## config.mk

```make
export PLATFORM = sky130hd
export DESIGN_NAME = delimiter_field_splitter
export DESIGN_NICKNAME = d
export VERILOG_FILES = /design/src/rtl/dfs_pkg.sv /design/src/rtl/dfs_front.sv /design/src/rtl/dfs_fifo.sv /design/src/rtl/dfs_back.sv /design/src/rtl/delimiter_field_splitter.sv
export SDC_FILE = /design/constraint.sdc
export NUM_CORES = 1
export LEC_CHECK = 0
export ABC_AREA = 1
export BUFFER_PORTS_ARGS = -buffer_cell sky130_fd_sc_hd__buf_2
export CAP_MARGIN = 20
export CORE_MARGIN = 4
export CORE_UTILIZATION = 25
export DETAILED_ROUTE_END_ITERATION = 16
export GPL_TIMING_DRIVEN = 0
export PLACE_DENSITY = 0.49
export RECOVER_POWER = 100
export SLEW_MARGIN = 25
export SYNTH_ARGS = -nofsm -noshare
export SYNTH_HDL_FRONTEND = slang
export SYNTH_HIERARCHICAL = 1
export SYNTH_SLANG_ARGS = --single-unit
export TNS_END_PERCENT = 30
```

## constraint.sdc

```tcl
create_clock -name clock -period 5.57 [get_ports clock]
set_input_delay 1.114 -clock clock [delete_from_list [all_inputs] [get_ports clock]]
set_output_delay 1.114 -clock clock [all_outputs]
set_load 0.02 [all_outputs]
```

## src/rtl/dfs_pkg.sv

```systemverilog
package dfs_pkg;

   // The delimiter register holds this many bytes.
   localparam int DELIM_BYTES = 8;
   localparam int DELIM_W     = 8 * DELIM_BYTES;
   localparam int LEN_W       = 4;
   localparam int CSR_INDEX_W = 2;

   // Depth of the command queue between the front and the back.
   localparam int FIFO_DEPTH  = 4;

   // Register indexes of the configuration port.
   localparam logic [CSR_INDEX_W-1:0] CSR_DELIM_LEN   = 2'd0;
   localparam logic [CSR_INDEX_W-1:0] CSR_DELIM_BYTES = 2'd1;

   // Reset values of the configuration registers (a single comma).
   localparam logic [LEN_W-1:0]   DELIM_LEN_RESET   = 4'd1;
   localparam logic [DELIM_W-1:0] DELIM_BYTES_RESET = 64'd44;

   // Work for the back end that one input word produces.
   typedef struct packed {
      logic [LEN_W-1:0] pre_cnt;    // leading delimiter bytes to release
      logic             emit_c;     // release the input byte itself
      logic             mark;       // a delimiter just completed
      logic [7:0]       data_byte;  // the input byte
      logic [LEN_W-1:0] flush_cnt;  // held bytes flushed at end of string
      logic             fin_mark;   // close the final field
   } cmd_type;

endpackage

```

## src/rtl/dfs_front.sv

```systemverilog
module dfs_front import dfs_pkg::*; #(
   parameter int MAX_DELIM = 8
) (
   input  logic                   clock,
   input  logic                   reset,
   // Input stream.
   input  logic                   req_valid,
   output logic                   req_stall,
   input  logic                   req_has_byte,
   input  logic [7:0]             req_data_byte,
   input  logic                   req_last,
   // Configuration writes.
   input  logic                   csr_valid,
   input  logic [CSR_INDEX_W-1:0] csr_index,
   input  logic [DELIM_W-1:0]     csr_wdata,
   // Command queue side.
   input  logic                   fifo_full,
   output logic                   push,
   output cmd_type                cmd,
   output logic [DELIM_W-1:0]     delim_bytes
);

   logic [LEN_W-1:0]   len_ff, len_in;
   logic [DELIM_W-1:0] delim_ff, delim_in;
   logic [LEN_W-1:0]   matched_ff, matched_in;

   logic [LEN_W-1:0]   eff_len;
   logic [LEN_W-1:0]   m_cur;
   logic [7:0]         db [DELIM_BYTES];
   logic               period_ok [DELIM_BYTES][DELIM_BYTES];
   logic [LEN_W-1:0]   j_sel;
   logic [LEN_W-1:0]   m_inc;
   logic [LEN_W-1:0]   m_after;
   logic               accept;
   logic               hit;
   logic               done_match;

   assign accept      = req_valid && !req_stall;
   assign req_stall   = fifo_full;
   assign delim_bytes = delim_ff;

   // Effective delimiter length, clamped to the supported range.
   always_comb begin
      if (len_ff == '0) begin
         eff_len = LEN_W'(1);
      end else if (len_ff > LEN_W'(MAX_DELIM)) begin
         eff_len = LEN_W'(MAX_DELIM);
      end else begin
         eff_len = len_ff;
      end
      m_cur = (matched_ff >= eff_len) ? '0 : matched_ff;
   end

   // Self-overlap table of the delimiter: period_ok[d][l] is true when the
   // l bytes starting at offset d equal the first l bytes.
   always_comb begin
      for (int i = 0; i < DELIM_BYTES; i++) begin
         db[i] = delim_ff[8*i +: 8];
      end
      for (int d = 0; d < DELIM_BYTES; d++) begin
         period_ok[d][0] = 1'b1;
         for (int l = 1; l < DELIM_BYTES; l++) begin
            if (d + l - 1 < DELIM_BYTES) begin
               period_ok[d][l] = period_ok[d][l-1] && (db[d+l-1] == db[l-1]);
            end else begin
               period_ok[d][l] = 1'b0;
            end
         end
      end
   end

   // Longest suffix of the held bytes plus the new byte that still starts a
   // delimiter. Each candidate length is checked in parallel.
   always_comb begin
      j_sel = '0;
      for (int j = 1; j < DELIM_BYTES; j++) begin
         if (LEN_W'(j) <= m_cur &&
             period_ok[3'(int'(m_cur) + 1 - j)][j-1] &&
             req_data_byte == db[j-1]) begin
            j_sel = LEN_W'(j);
         end
      end
   end

   // Classify the word and build the command for the back end.
   always_comb begin
      hit        = req_data_byte == db[m_cur[2:0]];
      m_inc      = m_cur + LEN_W'(1);
      done_match = req_has_byte && hit && (m_inc == eff_len);
      cmd        = '0;
      cmd.data_byte = req_data_byte;
      m_after    = m_cur;
      if (req_has_byte) begin
         if (hit) begin
            m_after  = done_match ? '0 : m_inc;
            cmd.mark = done_match;
         end else begin
            cmd.emit_c  = (j_sel == '0);
            cmd.pre_cnt = (j_sel == '0) ? m_cur : LEN_W'(m_inc - j_sel);
            m_after     = j_sel;
         end
      end
      if (req_last) begin
         cmd.flush_cnt = m_after;
         cmd.fin_mark  = 1'b1;
      end
      push = accept && (req_last || done_match || (req_has_byte && !hit));
   end

   // Next values of the configuration and match state.
   always_comb begin
      len_in     = len_ff;
      delim_in   = delim_ff;
      matched_in = matched_ff;
      if (csr_valid) begin
         if (csr_index == CSR_DELIM_LEN) begin
            len_in = csr_wdata[LEN_W-1:0];
         end else if (csr_index == CSR_DELIM_BYTES) begin
            delim_in = csr_wdata;
         end
         matched_in = '0;
      end else if (accept) begin
         matched_in = req_last ? '0 : m_after;
      end
   end

   always_ff @(posedge clock) begin
      if (reset) begin
         len_ff     <= DELIM_LEN_RESET;
         delim_ff   <= DELIM_BYTES_RESET;
         matched_ff <= '0;
      end else begin
         len_ff     <= len_in;
         delim_ff   <= delim_in;
         matched_ff <= matched_in;
      end
   end

endmodule

```

## src/rtl/dfs_fifo.sv

```systemverilog
module dfs_fifo import dfs_pkg::*; (
   input  logic    clock,
   input  logic    reset,
   input  logic    push,
   input  cmd_type push_data,
   output logic    full,
   input  logic    pop,
   output logic    not_empty,
   output cmd_type pop_data
);

   localparam int PTR_W = $clog2(FIFO_DEPTH);
   localparam int CNT_W = PTR_W + 1;

   cmd_type            mem_ff [FIFO_DEPTH];
   logic [PTR_W-1:0]   wr_ptr_ff, wr_ptr_in;
   logic [PTR_W-1:0]   rd_ptr_ff, rd_ptr_in;
   logic [CNT_W-1:0]   count_ff, count_in;
   logic               do_push;
   logic               do_pop;

   assign full      = (count_ff == CNT_W'(FIFO_DEPTH));
   assign not_empty = (count_ff != '0);
   assign pop_data  = mem_ff[rd_ptr_ff];
   assign do_push   = push && !full;
   assign do_pop    = pop && not_empty;

   // Pointer and occupancy update.
   always_comb begin
      wr_ptr_in = wr_ptr_ff;
      rd_ptr_in = rd_ptr_ff;
      count_in  = count_ff;
      if (do_push) begin
         wr_ptr_in = (wr_ptr_ff == PTR_W'(FIFO_DEPTH - 1)) ? '0 : wr_ptr_ff + PTR_W'(1);
      end
      if (do_pop) begin
         rd_ptr_in = (rd_ptr_ff == PTR_W'(FIFO_DEPTH - 1)) ? '0 : rd_ptr_ff + PTR_W'(1);
      end
      if (do_push && !do_pop) begin
         count_in = count_ff + CNT_W'(1);
      end else if (do_pop && !do_push) begin
         count_in = count_ff - CNT_W'(1);
      end
   end

   always_ff @(posedge clock) begin
      if (reset) begin
         wr_ptr_ff <= '0;
         rd_ptr_ff <= '0;
         count_ff  <= '0;
      end else begin
         wr_ptr_ff <= wr_ptr_in;
         rd_ptr_ff <= rd_ptr_in;
         count_ff  <= count_in;
      end
   end

   // Queue storage.
   always_ff @(posedge clock) begin
      if (do_push) begin
         mem_ff[wr_ptr_ff] <= push_data;
      end
   end

endmodule

```

## src/rtl/dfs_back.sv

```systemverilog
module dfs_back import dfs_pkg::*; (
   input  logic               clock,
   input  logic               reset,
   // Command queue side.
   input  logic               fifo_not_empty,
   input  cmd_type            fifo_data,
   output logic               pop,
   input  logic [DELIM_W-1:0] delim_bytes,
   // Result stream.
   output logic               rsp_valid,
   input  logic               rsp_stall,
   output logic               rsp_byte_valid,
   output logic [7:0]         rsp_out_byte,
   output logic               rsp_field_end,
   output logic               rsp_string_end
);

   typedef enum logic [1:0] {
      PH_PRE,
      PH_MID,
      PH_FLUSH,
      PH_FINAL
   } phase_type;

   cmd_type          cur_ff, cur_in;
   logic             busy_ff, busy_in;
   phase_type        phase_ff, phase_in;
   logic [LEN_W-1:0] idx_ff, idx_in;
   logic             rsp_valid_ff, rsp_valid_in;
   logic             byte_valid_ff, byte_valid_in;
   logic [7:0]       out_byte_ff, out_byte_in;
   logic             field_end_ff, field_end_in;
   logic             string_end_ff, string_end_in;

   logic [3:0]       cur_mask;
   logic [3:0]       new_mask;
   logic [LEN_W-1:0] phase_cnt;
   logic             last_in_phase;
   logic [2:0]       next_pick;
   logic [2:0]       first_pick;
   logic             slot_free;
   logic             fire;
   logic             cmd_done;
   logic [7:0]       held_byte;

   // Which of the four phases of a command have any results.
   function automatic logic [3:0] phase_mask(input cmd_type c);
      phase_mask = {c.fin_mark, (c.flush_cnt != '0), (c.emit_c || c.mark),
                    (c.pre_cnt != '0)};
   endfunction

   // First non-empty phase at or after start: {found, phase}.
   function automatic logic [2:0] pick_phase(input logic [3:0] mask,
                                             input logic [2:0] start);
      logic       found;
      logic [1:0] sel;
      found = 1'b0;
      sel   = '0;
      for (int p = 0; p < 4; p++) begin
         if (3'(p) >= start && mask[p] && !found) begin
            found = 1'b1;
            sel   = 2'(p);
         end
      end
      pick_phase = {found, sel};
   endfunction

   assign rsp_valid      = rsp_valid_ff;
   assign rsp_byte_valid = byte_valid_ff;
   assign rsp_out_byte   = out_byte_ff;
   assign rsp_field_end  = field_end_ff;
   assign rsp_string_end = string_end_ff;

   // Step through the current command, one result per cycle while the output slot is free.
   always_comb begin
      cur_mask   = phase_mask(cur_ff);
      new_mask   = phase_mask(fifo_data);
      first_pick = pick_phase(new_mask, 3'd0);
      next_pick  = pick_phase(cur_mask, {1'b0, phase_ff} + 3'd1);
      held_byte  = delim_bytes[8*idx_ff[2:0] +: 8];

      case (phase_ff)
         PH_PRE:   phase_cnt = cur_ff.pre_cnt;
         PH_FLUSH: phase_cnt = cur_ff.flush_cnt;
         default:  phase_cnt = LEN_W'(1);
      endcase
      last_in_phase = (LEN_W'(idx_ff + LEN_W'(1)) == phase_cnt);

      slot_free = !rsp_valid_ff || !rsp_stall;
      fire      = busy_ff && slot_free;
      cmd_done  = fire && last_in_phase && !next_pick[2];
      pop       = fifo_not_empty && (!busy_ff || cmd_done);

      cur_in   = cur_ff;
      busy_in  = busy_ff;
      phase_in = phase_ff;
      idx_in   = idx_ff;
      if (pop) begin
         cur_in   = fifo_data;
         busy_in  = 1'b1;
         phase_in = phase_type'(first_pick[1:0]);
         idx_in   = '0;
      end else if (cmd_done) begin
         busy_in = 1'b0;
      end else if (fire) begin
         if (last_in_phase) begin
            phase_in = phase_type'(next_pick[1:0]);
            idx_in   = '0;
         end else begin
            idx_in = idx_ff + LEN_W'(1);
         end
      end
   end

   // Output register: loads a new result when the slot is free.
   always_comb begin
      rsp_valid_in  = rsp_valid_ff && !slot_free;
      byte_valid_in = byte_valid_ff;
      out_byte_in   = out_byte_ff;
      field_end_in  = field_end_ff;
      string_end_in = string_end_ff;
      if (fire) begin
         rsp_valid_in  = 1'b1;
         byte_valid_in = 1'b0;
         out_byte_in   = '0;
         field_end_in  = 1'b0;
         string_end_in = 1'b0;
         case (phase_ff)
            PH_PRE, PH_FLUSH: begin
               byte_valid_in = 1'b1;
               out_byte_in   = held_byte;
            end
            PH_MID: begin
               if (cur_ff.emit_c) begin
                  byte_valid_in = 1'b1;
                  out_byte_in   = cur_ff.data_byte;
               end else begin
                  field_end_in = 1'b1;
               end
            end
            PH_FINAL: begin
               field_end_in  = 1'b1;
               string_end_in = 1'b1;
            end
            default: begin
               byte_valid_in = 1'b0;
            end
         endcase
      end
   end

   always_ff @(posedge clock) begin
      if (reset) begin
         busy_ff      <= 1'b0;
         phase_ff     <= PH_PRE;
         idx_ff       <= '0;
         rsp_valid_ff <= 1'b0;
      end else begin
         busy_ff      <= busy_in;
         phase_ff     <= phase_in;
         idx_ff       <= idx_in;
         rsp_valid_ff <= rsp_valid_in;
      end
   end

   always_ff @(posedge clock) begin
      cur_ff        <= cur_in;
      byte_valid_ff <= byte_valid_in;
      out_byte_ff   <= out_byte_in;
      field_end_ff  <= field_end_in;
      string_end_ff <= string_end_in;
   end

endmodule

```

## src/rtl/delimiter_field_splitter.sv

```systemverilog
// Splits a byte stream into fields at each occurrence of a delimiter string.
// Input words (req_) carry one optional byte and a last flag; result words
// (rsp_) carry either one data byte of the current field or a field-end
// marker, with string_end set on the marker that closes the final field.
// The delimiter (1 to MAX_DELIM bytes) and its length are written through
// the csr_ port, which is always ready; any write drops a partial match.
// An input word is classified in the cycle it is accepted and, when it
// releases anything, queued as a command; the back end turns each command
// into 1 to 9 result words at one word per cycle while rsp_stall is low.
// The first result word of an input word passes through the command
// queue, the back end's command register and the output register before
// it appears on rsp_. A new input word is accepted every cycle while the
// four-entry command queue has room; sustained throughput is one result
// word per cycle while rsp_stall is low, set by the single output port of
// the back end. Reset restores a single comma delimiter and clears the
// queue and the output register. While the receiver stalls, the output
// word holds, the queue fills, and req_stall rises once the queue is full.
module delimiter_field_splitter import dfs_pkg::*; #(
   parameter int MAX_DELIM = 8
) (
   input  logic                   clock,
   input  logic                   reset,
   input  logic                   req_valid,
   output logic                   req_stall,
   input  logic                   req_has_byte,
   input  logic [7:0]             req_data_byte,
   input  logic                   req_last,
   output logic                   rsp_valid,
   input  logic                   rsp_stall,
   output logic                   rsp_byte_valid,
   output logic [7:0]             rsp_out_byte,
   output logic                   rsp_field_end,
   output logic                   rsp_string_end,
   input  logic                   csr_valid,
   output logic                   csr_ready,
   input  logic [CSR_INDEX_W-1:0] csr_index,
   input  logic [DELIM_W-1:0]     csr_wdata
);

   cmd_type            push_cmd;
   cmd_type            pop_cmd;
   logic               push;
   logic               pop;
   logic               fifo_full;
   logic               fifo_not_empty;
   logic [DELIM_W-1:0] delim_bytes;

   assign csr_ready = 1'b1;

   // Front end: match tracking and classification.
   dfs_front #(
      .MAX_DELIM (MAX_DELIM)
   ) u_front (
      .clock         (clock),
      .reset         (reset),
      .req_valid     (req_valid),
      .req_stall     (req_stall),
      .req_has_byte  (req_has_byte),
      .req_data_byte (req_data_byte),
      .req_last      (req_last),
      .csr_valid     (csr_valid),
      .csr_index     (csr_index),
      .csr_wdata     (csr_wdata),
      .fifo_full     (fifo_full),
      .push          (push),
      .cmd           (push_cmd),
      .delim_bytes   (delim_bytes)
   );

   // Command queue between the two halves.
   dfs_fifo u_fifo (
      .clock     (clock),
      .reset     (reset),
      .push      (push),
      .push_data (push_cmd),
      .full      (fifo_full),
      .pop       (pop),
      .not_empty (fifo_not_empty),
      .pop_data  (pop_cmd)
   );

   // Back end: result word sequencer.
   dfs_back u_back (
      .clock          (clock),
      .reset          (reset),
      .fifo_not_empty (fifo_not_empty),
      .fifo_data      (pop_cmd),
      .pop            (pop),
      .delim_bytes    (delim_bytes),
      .rsp_valid      (rsp_valid),
      .rsp_stall      (rsp_stall),
      .rsp_byte_valid (rsp_byte_valid),
      .rsp_out_byte   (rsp_out_byte),
      .rsp_field_end  (rsp_field_end),
      .rsp_string_end (rsp_string_end)
   );

endmodule

```

==> flow_summary_export.csv <==
group,metric,value,unit
route,post-route-drc-count,0,
route,wl_met2,28.4,mm
worst_setup_path,crit_required,5.95,ns
clock_tree,clk_path_buf_depth,2,
clock_tree,cts-buffers-inserted,17,
route,vias,14813,
floorplanning,ios,95,
floorplanning,placeableCoreArea,0.0567,sq mm
timing,fin_crit,5.21,ns
timing,finalMaxSlewViolations,0,
yosys,synth-simple-area-share,0.316,
timing,rsz0062_at_grt,"false",
outcome,status,"finished, final reports clean",
placed_design,dp_hpwl,50.6,mm
worst_setup_path,critPathSlowestCell,"fa_1",
pwr,total_power,5.07,mW
grt,grt_overflow_total,0,
worst_setup_path,worstPathMaxFanout,10,
route,drt-vias-per-instance,5.06,
pwr,peakVddDrop,0.236,mV
yosys,ys_warn_count,6,
timing,timing.final.hold_violations,0,
yosys,yosys_register_bits,195,
yosys,synth_area_leader_cell,"edfxtp_1",
worst_setup_path,start_kind,"flop",
clock_tree,cts_hold_buf,0,
clock_tree,clock_latency,0.48,ns
yosys,synth_ff_type,"edfxtp_1",
yosys,synthAdderAreaFrac,0.0193,
route,wl_per_cell,22.6,um
worst_setup_path,path_class,"reg -> reg",
yosys,synthDominantCellAreaShare,0.221,
route,drtPass1Iterations,6,
grt,grt_usage,0.211,
grt,grt_pass1_vias,14086,
yosys,synthMuxAreaShare,0.00972,
placed_design,gp_congestion,0.990,
yosys,synthArstFlopShare,0,
worst_setup_path,end_kind,"flop",
pwr,power_per_cell_area,310,mW/mm^2
floorplanning,die_area,0.0616,sq mm
timing,finalSetupViolCount,0,
worst_setup_path,arrival,5.59,ns
yosys,synth_edf_count,106,
yosys,synth.yosys.seq_area_share,0.344,
route,initialDrtViolationCount,1639,
clock_tree,cts_setup_buffers,0,
route,route.met3.wl,6.27,mm
yosys,synth.area.top_cells,"edfxtp_1, nand2_1, dfxtp_1",
clock_tree,cts_root_buffer,"clkbuf_16",
flow_run,cap_violations,0,
grt,grt_pass1_wl,94.7,mm
placed_design,placed_cells,2891,
yosys,synth_cell_types,52,
clock_tree,cts_tree,"done",
clock_tree,h-tree-depth,4,
pwr,p_leak,6.97,nW
worst_setup_path,rrSetupSlack,0.36,ns
yosys,synth-xor-area-share,0.103,
grt,antenna_found_initial,7,
yosys,syn_nets,2151,
cells_and_area,nets,2256,
floorplanning,rows,87,
clock_tree,cts_sinks,195,
yosys,synth-compound-area-share,0.107,
placed_design,io_buffers,86,
cells_and_area,drive_gt1_frac,0.115,
worst_setup_path,slowest_delay,0.39,ns
route,postRouteAntennaNets,0,
floorplanning,die_w,248,um
timing,slew_headroom,0.0119,
cells_and_area,fin_cells,2929,
timing,worst_slew_pin_slew,1.48,ns
cells_and_area,mostFrequentLayoutCell,"nand2_1",
yosys,synth_top_family_by_area,"simple AND/OR/NAND/NOR gates",
clock_tree,clk_pin_slew,0.08,ns
cells_and_area,layout_common_cells,"nand2_1, nor2_1, inv_1",
worst_setup_path,cp_common_cell,"nand2_1",
yosys,syn_avg_cell_area,7.04,sq um
timing,max_freq,192,MHz
yosys,syn-instance-count,2049,
grt,grt_start_max_net_pins,23,
route,wirelength,66.1,mm
floorplanning,die_h,248,um
timing,timing.final.crit_share,0.935,
route,wl_met1,28.4,mm
route,top_layer,"met5",
timing,finClkSkew,0.0118,ns
worst_hold_path,hp-class,"reg -> reg",
yosys,synthesis.area,0.0144,sq mm
floorplanning,initial_utilization,0.254,
cells_and_area,area_growth,13.5,%
## final cells by class
| class | instances | area [sq um] |
|---|---|---|
| diodes | 6 | 15.0 |
| clock inverters | 12 | 113 |
| well taps | 756 | 946 |
| fillers | 6214 | 40400 |
| plain buffers | 150 | 792 |
| inverters | 158 | 602 |
| flip-flops and latches | 195 | 4960 |
| clock buffers | 20 | 468 |
| multi-input cells | 1546 | 8050 |
| repair buffers | 86 | 410 |
## sequential cells by signal, indices dropped and copies added (netlist names), 2 cells and up, named ones only
name and flops:
u_front/matched_ff 4, u_fifo/count_ff 3, u_back/idx_ff 4, u_front/len_ff 4, u_back/rsp_out_byte 8, u_fifo/rd_ptr_ff 2
u_front/delim_bytes 64, u_fifo/wr_ptr_ff 2, u_fifo/mem_ff 76, u_back/phase_ff 2, u_back/cur_ff 19
## report_power, final
group	switching [mW]	internal, mW
Combinational	1.36	0.561
Sequential	0.103	1.81
Clock	0.609	0.626
Total	2.07	2.99
## stage by stage
stage	worst slack, ns	TNS (ns)	instance area [sq um]	hold slack, ns	util
floorplan	1.11	0	14400	0.453	-
global placement	-1.18	-86.02	15800	0.468	0.278
detailed placement	-0.565	-23.21	15800	0.472	0.279
CTS	0.0655	0	16400	0.492	0.290
global route	0.00386	0	16400	0.522	0.288
finish	0.363	0	16400	0.489	0.288
## kinds of logic (layout without fill, tap and decap cells)
kind of cell	after synthesis	count (layout)
buf+inv	308	426
xor+xnor	170	170
compound gates	279	279
simple gates	1061	1061
fa+ha+maj	21	21
mux	14	14
other cells	1	7
flops	195	195
## repair_timing
action,in CTS,in global routing
setup endpoints to repair,79,82
hold endpoints to repair,0,0
resized for setup,6,13
## critical path, delay by kind of cell, from the launching register on
family / cells / cell delay, ns
DFF: 1 / 0.32
adders and majority gates: 3 / 0.93
buffers and inverters: 10 / 1.61
and+or+nand+nor: 20 / 2.00
AOI/OAI and AO/OA: 1 / 0.24
## cell usage after synthesis (5+ instances only)
library cell  count
nor3_1            7
buf_6             6
buf_2            69
nand2_1         582
inv_2            12
inv_1           144
o221ai_1         14
a21oi_1          92
edfxtp_1        106
dfxtp_1          89
mux2i_1          14
nand3_1         145
nand4_1          78
o211ai_1          7
xor2_1           75
nor4_1            5
xnor2_1          95
o21ai_0         129
buf_4            38
o22ai_1          20
clkbuf_1         31
nor2_1          207
nand2_2          14
ha_1             19
## routing by layer
metal | up-vias | track usage
li1 | 6912 | -
met1 | 7053 | 0.284
met2 | 718 | 0.323
met3 | 126 | 0.0475
met4 | 4 | 0.0954
met5 | - | 0
## final timing paths
check,to,cells after the start,startpoint
worst max-delay path,u_fifo/count_ff[2],34,u_front/matched_ff[0]
worst min-delay path,u_front/len_ff[0],2,u_front/len_ff[0]
worst max register to register,u_fifo/count_ff[2],34,u_front/matched_ff[0]
worst min register to register,u_front/len_ff[0],2,u_front/len_ff[0]
(Power assumes the default switching activity.)
